[src/hdl/mstp_pkg.sv]
// package for the prim minimum spanning tree block
// stream field layout, item kind codes and parameter defaults; no dependencies
`default_nettype none

package mstp_pkg;

    localparam int VERTICES_DEF    = 16;
    localparam int WEIGHT_BITS_DEF = 16;

    localparam int IDX_W    = 4;
    localparam int WEIGHT_W = 16;

    // s_tdata: row, col, edge_weight
    localparam int S_ROW_LSB    = 0;
    localparam int S_COL_LSB    = S_ROW_LSB + IDX_W;
    localparam int S_WEIGHT_LSB = S_COL_LSB + IDX_W;
    localparam int S_TDATA_W    = 24;

    // m_tdata: vertex, parent_vertex, tree_weight
    localparam int M_VERTEX_LSB = 0;
    localparam int M_PARENT_LSB = M_VERTEX_LSB + IDX_W;
    localparam int M_WEIGHT_LSB = M_PARENT_LSB + IDX_W;
    localparam int M_TDATA_W    = 24;

    typedef enum logic [0:0] {
        KIND_LOAD  = 1'b0,
        KIND_START = 1'b1
    } kind_t;

endpackage

`default_nettype wire

[src/hdl/mstp_ram.sv]
// simple dual port synchronous ram, one write and one registered read port
// used for the weight matrix and the per vertex records; no dependencies
`default_nettype none

module mstp_ram #(
    parameter int DEPTH  = 256,
    parameter int DATA_W = 16
) (
    input  wire logic                     aclk,
    input  wire logic                     we,
    input  wire logic [$clog2(DEPTH)-1:0] waddr,
    input  wire logic [DATA_W-1:0]        wdata,
    input  wire logic [$clog2(DEPTH)-1:0] raddr,
    output logic      [DATA_W-1:0]        rdata
);

    logic [DATA_W-1:0] mem [DEPTH];
    logic [DATA_W-1:0] rdata_reg;

    always_ff @(posedge aclk) begin
        if (we) begin
            mem[waddr] <= wdata;
        end
        rdata_reg <= mem[raddr];
    end

    assign rdata = rdata_reg;

endmodule

`default_nettype wire

[src/hdl/minimum_spanning_tree_prim.sv]
// Prim minimum spanning tree over a dense adjacency matrix held in ram.
// Load beats (tuser = 0) write one matrix entry each; entries with a row or column
// beyond VERTICES-1 are dropped, and every entry must be loaded before a start. A start beat
// (tuser = 1) runs Prim from vertex 0 and returns one beat per vertex 1..VERTICES-1 in order,
// tlast on the final one. A start makes a clearing pass of the vertex record ram, then per
// round a minimum scan and a relaxation sweep, each walking the single read port of the
// record ram one vertex a cycle, then a read state and a load state per result beat, the
// load waiting while the output is stalled. Input is not taken while a start is being
// worked on.
// depends on mstp_pkg and mstp_ram
`default_nettype none

module minimum_spanning_tree_prim #(
    parameter int VERTICES    = mstp_pkg::VERTICES_DEF,
    parameter int WEIGHT_BITS = mstp_pkg::WEIGHT_BITS_DEF
) (
    input  wire logic                           aclk,
    input  wire logic                           aresetn,
    input  wire logic                           s_tvalid,
    output logic                                s_tready,
    input  wire logic [mstp_pkg::S_TDATA_W-1:0] s_tdata,  // row, col, edge_weight
    input  wire logic                           s_tuser,  // kind
    output logic                                m_tvalid,
    input  wire logic                           m_tready,
    output logic      [mstp_pkg::M_TDATA_W-1:0] m_tdata,  // vertex, parent_vertex, tree_weight
    output logic                                m_tuser,  // reached
    output logic                                m_tlast
);

    import mstp_pkg::*;

    localparam int VW = (VERTICES > 1) ? $clog2(VERTICES) : 1;
    localparam int AW = $clog2(VERTICES * VERTICES);
    localparam int WB = WEIGHT_BITS;
    localparam logic [VW-1:0] LAST_IDX = VW'(VERTICES - 1);

    typedef struct packed {
        logic          in_tree;
        logic          key_valid;
        logic [VW-1:0] parent;
        logic [WB-1:0] key;
    } vrec_t;

    localparam int VREC_W = $bits(vrec_t);

    typedef enum logic [2:0] {
        ST_IDLE,
        ST_CLEAR,
        ST_SCAN,
        ST_SCAN_END,
        ST_RELAX,
        ST_RELAX_END,
        ST_OUT_RD,
        ST_OUT_LD
    } state_t;

    state_t        state_reg;
    logic [VW-1:0] idx_reg;
    logic [VW-1:0] u_reg;
    logic          found_reg;
    logic [WB-1:0] best_reg;
    logic          pipe_valid_reg;
    logic [VW-1:0] pipe_idx_reg;

    logic                 m_tvalid_reg;
    logic [M_TDATA_W-1:0] m_tdata_reg;
    logic                 m_tuser_reg;
    logic                 m_tlast_reg;

    // input beat decode
    logic          s_beat;
    logic [31:0]   row_ext;
    logic [31:0]   col_ext;
    logic [31:0]   w_ext;
    logic [31:0]   laddr_ext;
    logic          load_we;

    assign s_tready  = (state_reg == ST_IDLE);
    assign s_beat    = s_tvalid && s_tready;
    assign row_ext   = 32'(s_tdata[S_ROW_LSB +: IDX_W]);
    assign col_ext   = 32'(s_tdata[S_COL_LSB +: IDX_W]);
    assign w_ext     = 32'(s_tdata[S_WEIGHT_LSB +: WEIGHT_W]);
    assign laddr_ext = row_ext * VERTICES + col_ext;
    assign load_we   = s_beat && (kind_t'(s_tuser) == KIND_LOAD)
                       && (row_ext < VERTICES) && (col_ext < VERTICES);

    // weight matrix
    logic [31:0]   raddr_ext;
    logic [WB-1:0] w_rd;

    assign raddr_ext = 32'(u_reg) * VERTICES + 32'(idx_reg);

    mstp_ram #(
        .DEPTH  (VERTICES * VERTICES),
        .DATA_W (WB)
    ) u_wmem (
        .aclk  (aclk),
        .we    (load_we),
        .waddr (laddr_ext[AW-1:0]),
        .wdata (w_ext[WB-1:0]),
        .raddr (raddr_ext[AW-1:0]),
        .rdata (w_rd)
    );

    // vertex records
    logic              v_we;
    logic [VW-1:0]     v_waddr;
    vrec_t             v_wdata;
    logic [VREC_W-1:0] v_rdata;
    vrec_t             v_rd;

    mstp_ram #(
        .DEPTH  (VERTICES),
        .DATA_W (VREC_W)
    ) u_vmem (
        .aclk  (aclk),
        .we    (v_we),
        .waddr (v_waddr),
        .wdata (v_wdata),
        .raddr (idx_reg),
        .rdata (v_rdata)
    );

    assign v_rd = vrec_t'(v_rdata);

    // minimum scan
    logic          cand;
    logic          found_next;
    logic [WB-1:0] best_next;
    logic [VW-1:0] u_next;

    assign cand       = pipe_valid_reg && !v_rd.in_tree && v_rd.key_valid
                        && (!found_reg || (v_rd.key < best_reg));
    assign found_next = found_reg || cand;
    assign best_next  = cand ? v_rd.key : best_reg;
    assign u_next     = cand ? pipe_idx_reg : u_reg;

    // relaxation and clearing writes
    logic relax_on;
    logic self_hit;
    logic relax_upd;

    assign relax_on  = pipe_valid_reg
                       && ((state_reg == ST_RELAX) || (state_reg == ST_RELAX_END));
    assign self_hit  = (pipe_idx_reg == u_reg);
    assign relax_upd = (w_rd != '0) && !v_rd.in_tree
                       && (!v_rd.key_valid || (w_rd < v_rd.key));

    always_comb begin
        v_we    = 1'b0;
        v_waddr = pipe_idx_reg;
        v_wdata = v_rd;
        if (state_reg == ST_CLEAR) begin
            v_we              = 1'b1;
            v_waddr           = idx_reg;
            v_wdata.in_tree   = 1'b0;
            v_wdata.key_valid = (idx_reg == '0);
            v_wdata.parent    = '0;
            v_wdata.key       = '0;
        end else if (relax_on && self_hit) begin
            v_we            = 1'b1;
            v_wdata.in_tree = 1'b1;
        end else if (relax_on && relax_upd) begin
            v_we              = 1'b1;
            v_wdata.in_tree   = 1'b0;
            v_wdata.key_valid = 1'b1;
            v_wdata.parent    = u_reg;
            v_wdata.key       = w_rd;
        end
    end

    // result beat fields
    logic [31:0] par_ext;
    logic [31:0] key_ext;
    logic [31:0] idx_ext;
    logic        out_free;

    assign par_ext  = v_rd.in_tree ? 32'(v_rd.parent) : 32'd0;
    assign key_ext  = v_rd.in_tree ? 32'(v_rd.key) : 32'd0;
    assign idx_ext  = 32'(idx_reg);
    assign out_free = !m_tvalid_reg || m_tready;

    always_ff @(posedge aclk) begin
        pipe_idx_reg <= idx_reg;
        if (!aresetn) begin
            state_reg      <= ST_IDLE;
            idx_reg        <= '0;
            u_reg          <= '0;
            found_reg      <= 1'b0;
            m_tvalid_reg   <= 1'b0;
            pipe_valid_reg <= 1'b0;
        end else begin
            pipe_valid_reg <= (state_reg == ST_SCAN) || (state_reg == ST_RELAX);
            if (m_tvalid_reg && m_tready && (state_reg != ST_OUT_LD)) begin
                m_tvalid_reg <= 1'b0;
            end
            unique case (state_reg)
                ST_IDLE: begin
                    if (s_beat && (kind_t'(s_tuser) == KIND_START)) begin
                        idx_reg   <= '0;
                        state_reg <= ST_CLEAR;
                    end
                end
                ST_CLEAR: begin
                    found_reg <= 1'b0;
                    if (idx_reg == LAST_IDX) begin
                        idx_reg   <= '0;
                        state_reg <= ST_SCAN;
                    end else begin
                        idx_reg <= idx_reg + 1'b1;
                    end
                end
                ST_SCAN: begin
                    found_reg <= found_next;
                    best_reg  <= best_next;
                    u_reg     <= u_next;
                    if (idx_reg == LAST_IDX) begin
                        state_reg <= ST_SCAN_END;
                    end else begin
                        idx_reg <= idx_reg + 1'b1;
                    end
                end
                ST_SCAN_END: begin
                    u_reg <= u_next;
                    if (found_next) begin
                        idx_reg   <= '0;
                        state_reg <= ST_RELAX;
                    end else begin
                        idx_reg   <= VW'(1);
                        state_reg <= ST_OUT_RD;
                    end
                end
                ST_RELAX: begin
                    if (idx_reg == LAST_IDX) begin
                        state_reg <= ST_RELAX_END;
                    end else begin
                        idx_reg <= idx_reg + 1'b1;
                    end
                end
                ST_RELAX_END: begin
                    idx_reg   <= '0;
                    found_reg <= 1'b0;
                    state_reg <= ST_SCAN;
                end
                ST_OUT_RD: begin
                    state_reg <= ST_OUT_LD;
                end
                ST_OUT_LD: begin
                    if (out_free) begin
                        m_tvalid_reg <= 1'b1;
                        m_tdata_reg  <= {key_ext[WEIGHT_W-1:0], par_ext[IDX_W-1:0],
                                         idx_ext[IDX_W-1:0]};
                        m_tuser_reg  <= v_rd.in_tree;
                        m_tlast_reg  <= (idx_reg == LAST_IDX);
                        if (idx_reg == LAST_IDX) begin
                            state_reg <= ST_IDLE;
                        end else begin
                            idx_reg   <= idx_reg + 1'b1;
                            state_reg <= ST_OUT_RD;
                        end
                    end
                end
                default: begin
                    state_reg <= ST_IDLE;
                end
            endcase
        end
    end

    assign m_tvalid = m_tvalid_reg;
    assign m_tdata  = m_tdata_reg;
    assign m_tuser  = m_tuser_reg;
    assign m_tlast  = m_tlast_reg;

endmodule

`default_nettype wire

[config.mk]
export PLATFORM = sky130hd
export DESIGN_NAME = minimum_spanning_tree_prim
export DESIGN_NICKNAME = d
export VERILOG_FILES = /design/src/hdl/mstp_pkg.sv /design/src/hdl/mstp_ram.sv /design/src/hdl/minimum_spanning_tree_prim.sv
export SDC_FILE = /design/constraint.sdc
export NUM_CORES = 2
export LEC_CHECK = 0
export BUFFER_PORTS_ARGS = -buffer_cell sky130_fd_sc_hd__buf_2
export CAP_MARGIN = 10
export CORE_MARGIN = 3
export CORE_UTILIZATION = 35
export CTS_BUF_LIST = sky130_fd_sc_hd__clkbuf_8
export CTS_CLUSTER_SIZE = 16
export DETAILED_ROUTE_END_ITERATION = 10
export PLACE_DENSITY = 0.56
export SYNTH_ARGS = -nofsm -noshare
export SYNTH_HDL_FRONTEND = slang
export SYNTH_MEMORY_MAX_BITS = 65536
export SYNTH_SLANG_ARGS = --single-unit
[constraint.sdc]
create_clock -name aclk -period 4.7 [get_ports aclk]
set_input_delay 0.705 -clock aclk [delete_from_list [all_inputs] [get_ports aclk]]
set_output_delay 0.705 -clock aclk [all_outputs]
set_load 0.005 [all_outputs]
# Word level (Yosys, flattened, before mapping)
# Memories as Yosys holds them, arrays and structs flattened. A register that Yosys moved wholly into a read port is not among the register bits.
# Cells that the tools add are included.
classes:
  n_addsub: 3
  mul: 0
  div_mod_pow: 0
  order_cmp: 4
  eq_ne: 15
  shift: 0
  muxes: 30
  bitwise_logic: 1
  reduce_logical: 38
ops:
  columns: ["operator", "count"]
  rows:
  - ["2-to-1 mux 22 bit", 2]
  - ["< comparator 16 bit", 2]
  - ["case mux 3 bit (8 select lines)", 1]
  - ["case mux 4 bit (6 select lines)", 1]
  - ["2-to-1 mux 21 bit", 1]
  - ["2-to-1 mux 4 bit", 5]
  - ["2-to-1 mux 3 bit", 6]
  - ["adder 8 x 4 -> 8 bit", 2]
  - ["nonzero test 16 bit", 1]
  - ["logical AND 1 bit", 15]
  - ["== test 3 bit (second input constant)", 4]
  - ["2-to-1 mux 1 bit", 12]
  - ["< comparator 4 x 5 -> 1 bit (second input constant)", 2]
  - ["AND reduction 3 bit", 3]
  - ["!= test 2 x 1 -> 1 bit (second input constant)", 4]
  - ["== test 3 x 2 -> 1 bit (second input constant)", 2]
  - ["logical OR 1 bit", 6]
  - ["nonzero test 6 bit", 1]
  - ["OR reduction 2 bit", 3]
  - ["AND reduction 5 bit", 1]
  - ["adder 4 x 1 -> 4 bit (second input constant)", 1]
  - ["== test 4 bit", 1]
  - ["== test 4 bit (second input constant)", 1]
  - ["zero test 1 bit", 4]
  - ["10 further kinds", 10]
word_totals:
  register_bits: 60
  latch_bits: 0
  ramBits: 4448
  romBits: 0
  input_bits: 29
  word_cells: 105
  memories: 2
memory_table:
  columns: ["name", "depth", "word_bits", "read_ports", "rd_clocked_by_memory_dff", "wr", "line_no", "source"]
  rows:
  - ["u_wmem.mem", 256, 16, 1, 1, 1, "mstp_ram.sv:17", "logic [DATA_W-1:0] mem [DEPTH];"]
  - ["u_vmem.mem", 16, 22, 1, 1, 1, "mstp_ram.sv:17", null]

# Depth between registers and ports, before layout
logic_depth:
  depth_word: 9
  mapped_depth: 15
  mapped_depth_nobuf: 10

# Hierarchy
# From an unflattened synthesis, not the netlist that was laid out.
hier_totals:
  hier_cells: 8331
  hier_area_um2: 176276.6
by_module_without_submodules:
  columns: ["mod", "instances", "cells_per_inst", "area_per_inst_um2", "seq_area_each_um2"]
  rows:
  - ["mstp_ram at u_wmem", 1, 7360, 158714.7, 123318.3]
  - ["mstp_ram at u_vmem", 1, 583, 13822.0, 11010.6]
  - ["minimum_spanning_tree_prim", 1, 388, 3739.8, 1621.6]

# Worst setup path before layout
# OpenSTA, ideal clock, no wires.
synth_path:
  kind: "reg-to-reg"
  startpoint: "register idx_reg[2]"
  endpoint: "memory u_vmem.mem[13][0] (netlist name) (enable)"
  setup_ns: 0.408
  arrival_ns: 2.950
  setup_slack_ns: 1.342
  stages_incl_launch_ff: 8
  path_buffers: 5
  period_less_slack_ns: 3.358
  cell_sequence: "dfxtp_1 -> buf_2 -> buf_2 -> buf_1 -> buf_1 -> buf_1 -> nand3_1 -> a21oi_1"
synth_between:
  elab_chain_len: 1
synth_lines:
  columns: ["element", "line_no", "source"]
  rows:
  - ["from (decl)", "minimum_spanning_tree_prim.sv:58", "logic [VW-1:0] idx_reg;"]
  - ["from (signal assigned)", "minimum_spanning_tree_prim.sv:210", "idx_reg <= idx_reg + 1'b1;"]
  - ["from (signal assigned)", "minimum_spanning_tree_prim.sv:220", "idx_reg <= idx_reg + 1'b1;"]
  - ["from (signal assigned)", "minimum_spanning_tree_prim.sv:237", "idx_reg <= idx_reg + 1'b1;"]
  - ["2-to-1 mux 4 bit", "minimum_spanning_tree_prim.sv:153", "if (state_reg == ST_CLEAR) begin"]
  - ["to (decl)", "mstp_ram.sv:17", null]
# No other way between the ends.

# Worst setup path in the final report
layout_path:
  startpoint: "register idx_reg[1]"
  endpoint: "register u_wmem.rdata_reg[11] (netlist: u_wmem.rdata[11]), read port of u_wmem.mem"
layout_between:
  elab_chain_len: 1
layout_lines:
  columns: ["element", "line_no", "source"]
  rows:
  - ["adder 8 x 4 -> 8 bit", "minimum_spanning_tree_prim.sv:91", "assign raddr_ext = 32'(u_reg) * VERTICES + 32'(idx_reg);"]
  - ["to (decl)", "mstp_ram.sv:18", "logic [DATA_W-1:0] rdata_reg;"]
# No other way between the ends.
# A chain may end at the register's enable or synchronous reset.

==> impl_metrics.toml <==
[timing]
maxSlewViolCount = 0
setup_ws_ns = 0.196
worst_pin_slew_ns = 1.35
whs_ns = 0.124
fmax_ghz = 0.222
skew_ns = 0.111
post-route-period-util = 0.958
tns_ns = 0
final-hold-violation-count = 0
rsz0062_at_grt = "no"
relSlewSlack = 0.101
fin_crit_ns = 4.50
setup_viol = 0

[worst_hold_path]
whs_path_depth = 1
hold_start = "s_tdata[22]"
min-delay-path-class = "in -> reg"
holdPathEnd = "u_wmem.mem[59][14]"

[die]
start_util = 0.352
pin_count = 57
num_rows = 259
die_area_um2 = 509000
die_w_um = 713
core_area_um2 = 498000
die_y_um = 713

[critical_path]
worst_ep_arrival_time_ns = 5.65
critPathKind = "reg -> reg"
critPathLaunchType = "register"
cp.required_ns = 5.85
cp_cell_sequence = "buf_12 > buf_12 > buf_4 > mux4_2 > mux4_2 > nor2_1 > o32ai_1 > nand4_1 > o21ai_0"
rrSetupSlack_ns = 0.20
regToRegEndpoint = "u_wmem.rdata[11]"
rr_startpoint = "idx_reg[1]"
ff2ff_path_depth = 9
critPathMaxStageDelay_ns = 0.94
cp_slowest_cell = "dfxtp_4"
crit_path_end_kind = "register"
cp_max_fo = 39

[placement]
dp_hpwl_um = 315000
dp_slack_ns = 0.322
place_area_um2 = 191000
port_buffers = 56
dp.cells = 14869
place_congestion = 0.862

[clock_tree]
cts_setup_buffers = 0
cts_sinks = 4546
cts_root_buf = "clkbuf_8"
path_clk_slew_ns = 0.06
cts_tree = "built"
cts_inserted_buffers = 705
holdBufCountCts = 12
clk_latency_ns = 1.27
clockBufferDepth = 4
htreeDepth = 6
cts_resized = 0

[final_layout]
fin_area_um2 = 204000
finalNonFillerCells = 16153
n_fill_cell = 43781
drive_gt1_frac = 0.315
utilization = 0.409
syn2layout_area_growth_pct = 16.3
largest_reg_flops = 4096
multi_input_area_um2 = 37200
final_nets = 8994
regArea_um2 = 136000

[logic_synthesis]
ys_ff_latch = 4546
netlist_area_um2 = 175000
synth_common_cells = "edfxtp_1, mux4_2, nor2_1"
yosys_warnings = 0
yosysSeqAreaShare = 0.777
syn_area_per_cell_um2 = 22.1
synth_cell_types = 68
synth_enable_flop_cells = 4490
yosysMostFrequentCell = "edfxtp_1"
postSynthCellCount = 7906
synth-main-ff-cell = "edfxtp_1"
netlist_top_cells_area = "edfxtp_1, mux4_2, mux2i_1, nor2_1, dfxtp_1"
synth_largest_area_cell = "edfxtp_1"
yosysTopAreaCellShare = 0.770
synthesis.nets = 7967
synthArstFlopShare = 0

[global_route]
grt-ovfl-total = 0
grt_max_degree = 147
antenna_found_initial = 42
grt_pass1_vias = 90279
grt_pass1_wl_um = 728000
grtUsageTotal = 0.203

[run_status]
status = "finished clean"

[drt]
drt_iter0_drc = 12932
drcViolationCount = 0
first_pass_iters = 6
wl_per_cell_um = 32.6
finalWirelength_um = 527000
num_vias = 90038
viasPerCell = 5.57
antenna_left = 0

[power_and_ir_drop]
leakagePower_nw = 62.6
power_mw = 82.1
worst_ir_drop_vdd_uv = 367
power_density_nw_per_um2 = 403

[job]
maxCapViolations = 0
==> area by class of cell <==
type                       instances  area share
sequential                      4546       0.668
multi-input combinational       2862       0.183
timing repair buffer             772      0.0445
tap                             6655      0.0409
clock buffer                     730      0.0493
inverter                          46    0.000903
clock inverter                   530      0.0138
antenna                           12    0.000147
==> layout by cell type (no fill, tap or decap), types with 62 or more instances in the layout <==
master	n
edfxtp_1	4490
mux4_2	1131
clkbuf_8	734
buf_4	447
inv_1	271
mux2i_1	267
buf_12	257
nor2_1	229
nand2_1	197
clkinv_1	179
nor2_2	168
a21oi_1	110
o21ai_0	65
o221ai_1	62
==> worst max path at each step <==
stage | start | endpoint | slack, ns | cells past startpoint
6_report | idx_reg[1] | u_wmem.rdata[11] | 0.20 | 9
4_1_cts | idx_reg[0] | u_wmem.rdata[11] | 0.30 | 9
2_1_floorplan | idx_reg[2] | u_vmem.mem[13][0] | 1.34 | 7
3_5_place_dp | idx_reg[0] | u_wmem.rdata[11] | 0.32 | 9
5_1_grt | idx_reg[0] | u_wmem.rdata[7] | 0.17 | 8
3_3_place_gp | idx_reg[0] | u_wmem.rdata[5] | 0.17 | 8
==> worst max-delay path, delay by kind of cell, from the launching register on <==
kind | cells | cell delay (ns)
AND/OR/NAND/NOR | 2 | 0.50
AO/OA/AOI/OAI | 2 | 1.14
buffers and inverters | 3 | 1.12
flip-flops | 1 | 0.94
multiplexers | 2 | 0.63
==> power by group <==
| part | internal [mW] | switching [mW] |
|---|---|---|
| registers | 44.9 | 0.215 |
| logic | 2.58 | 3.55 |
| clock network | 15.1 | 15.7 |
==> kinds of logic after synthesis <==
family / after synthesis / synth area share
buffers and inverters: 498 / 0.0150
DFF: 4546 / 0.777
adders and majority gates: 32 / 0.00229
and+or+nand+nor: 796 / 0.0194
AOI/OAI and AO/OA: 623 / 0.0249
muxes: 1404 / 0.161
xor gates and xnor gates: 7 / 0.000350
==> layer usage <==
layer / wire length [um] / track usage / part of all wire
met1: 211000 / 0.283 / 0.40
met3: 52900 / 0.0455 / 0.10
met5: 68 / 0 / 0.00013
met2: 245000 / 0.317 / 0.46
met4: 18200 / 0.0668 / 0.035
(Power assumes the default switching activity.)
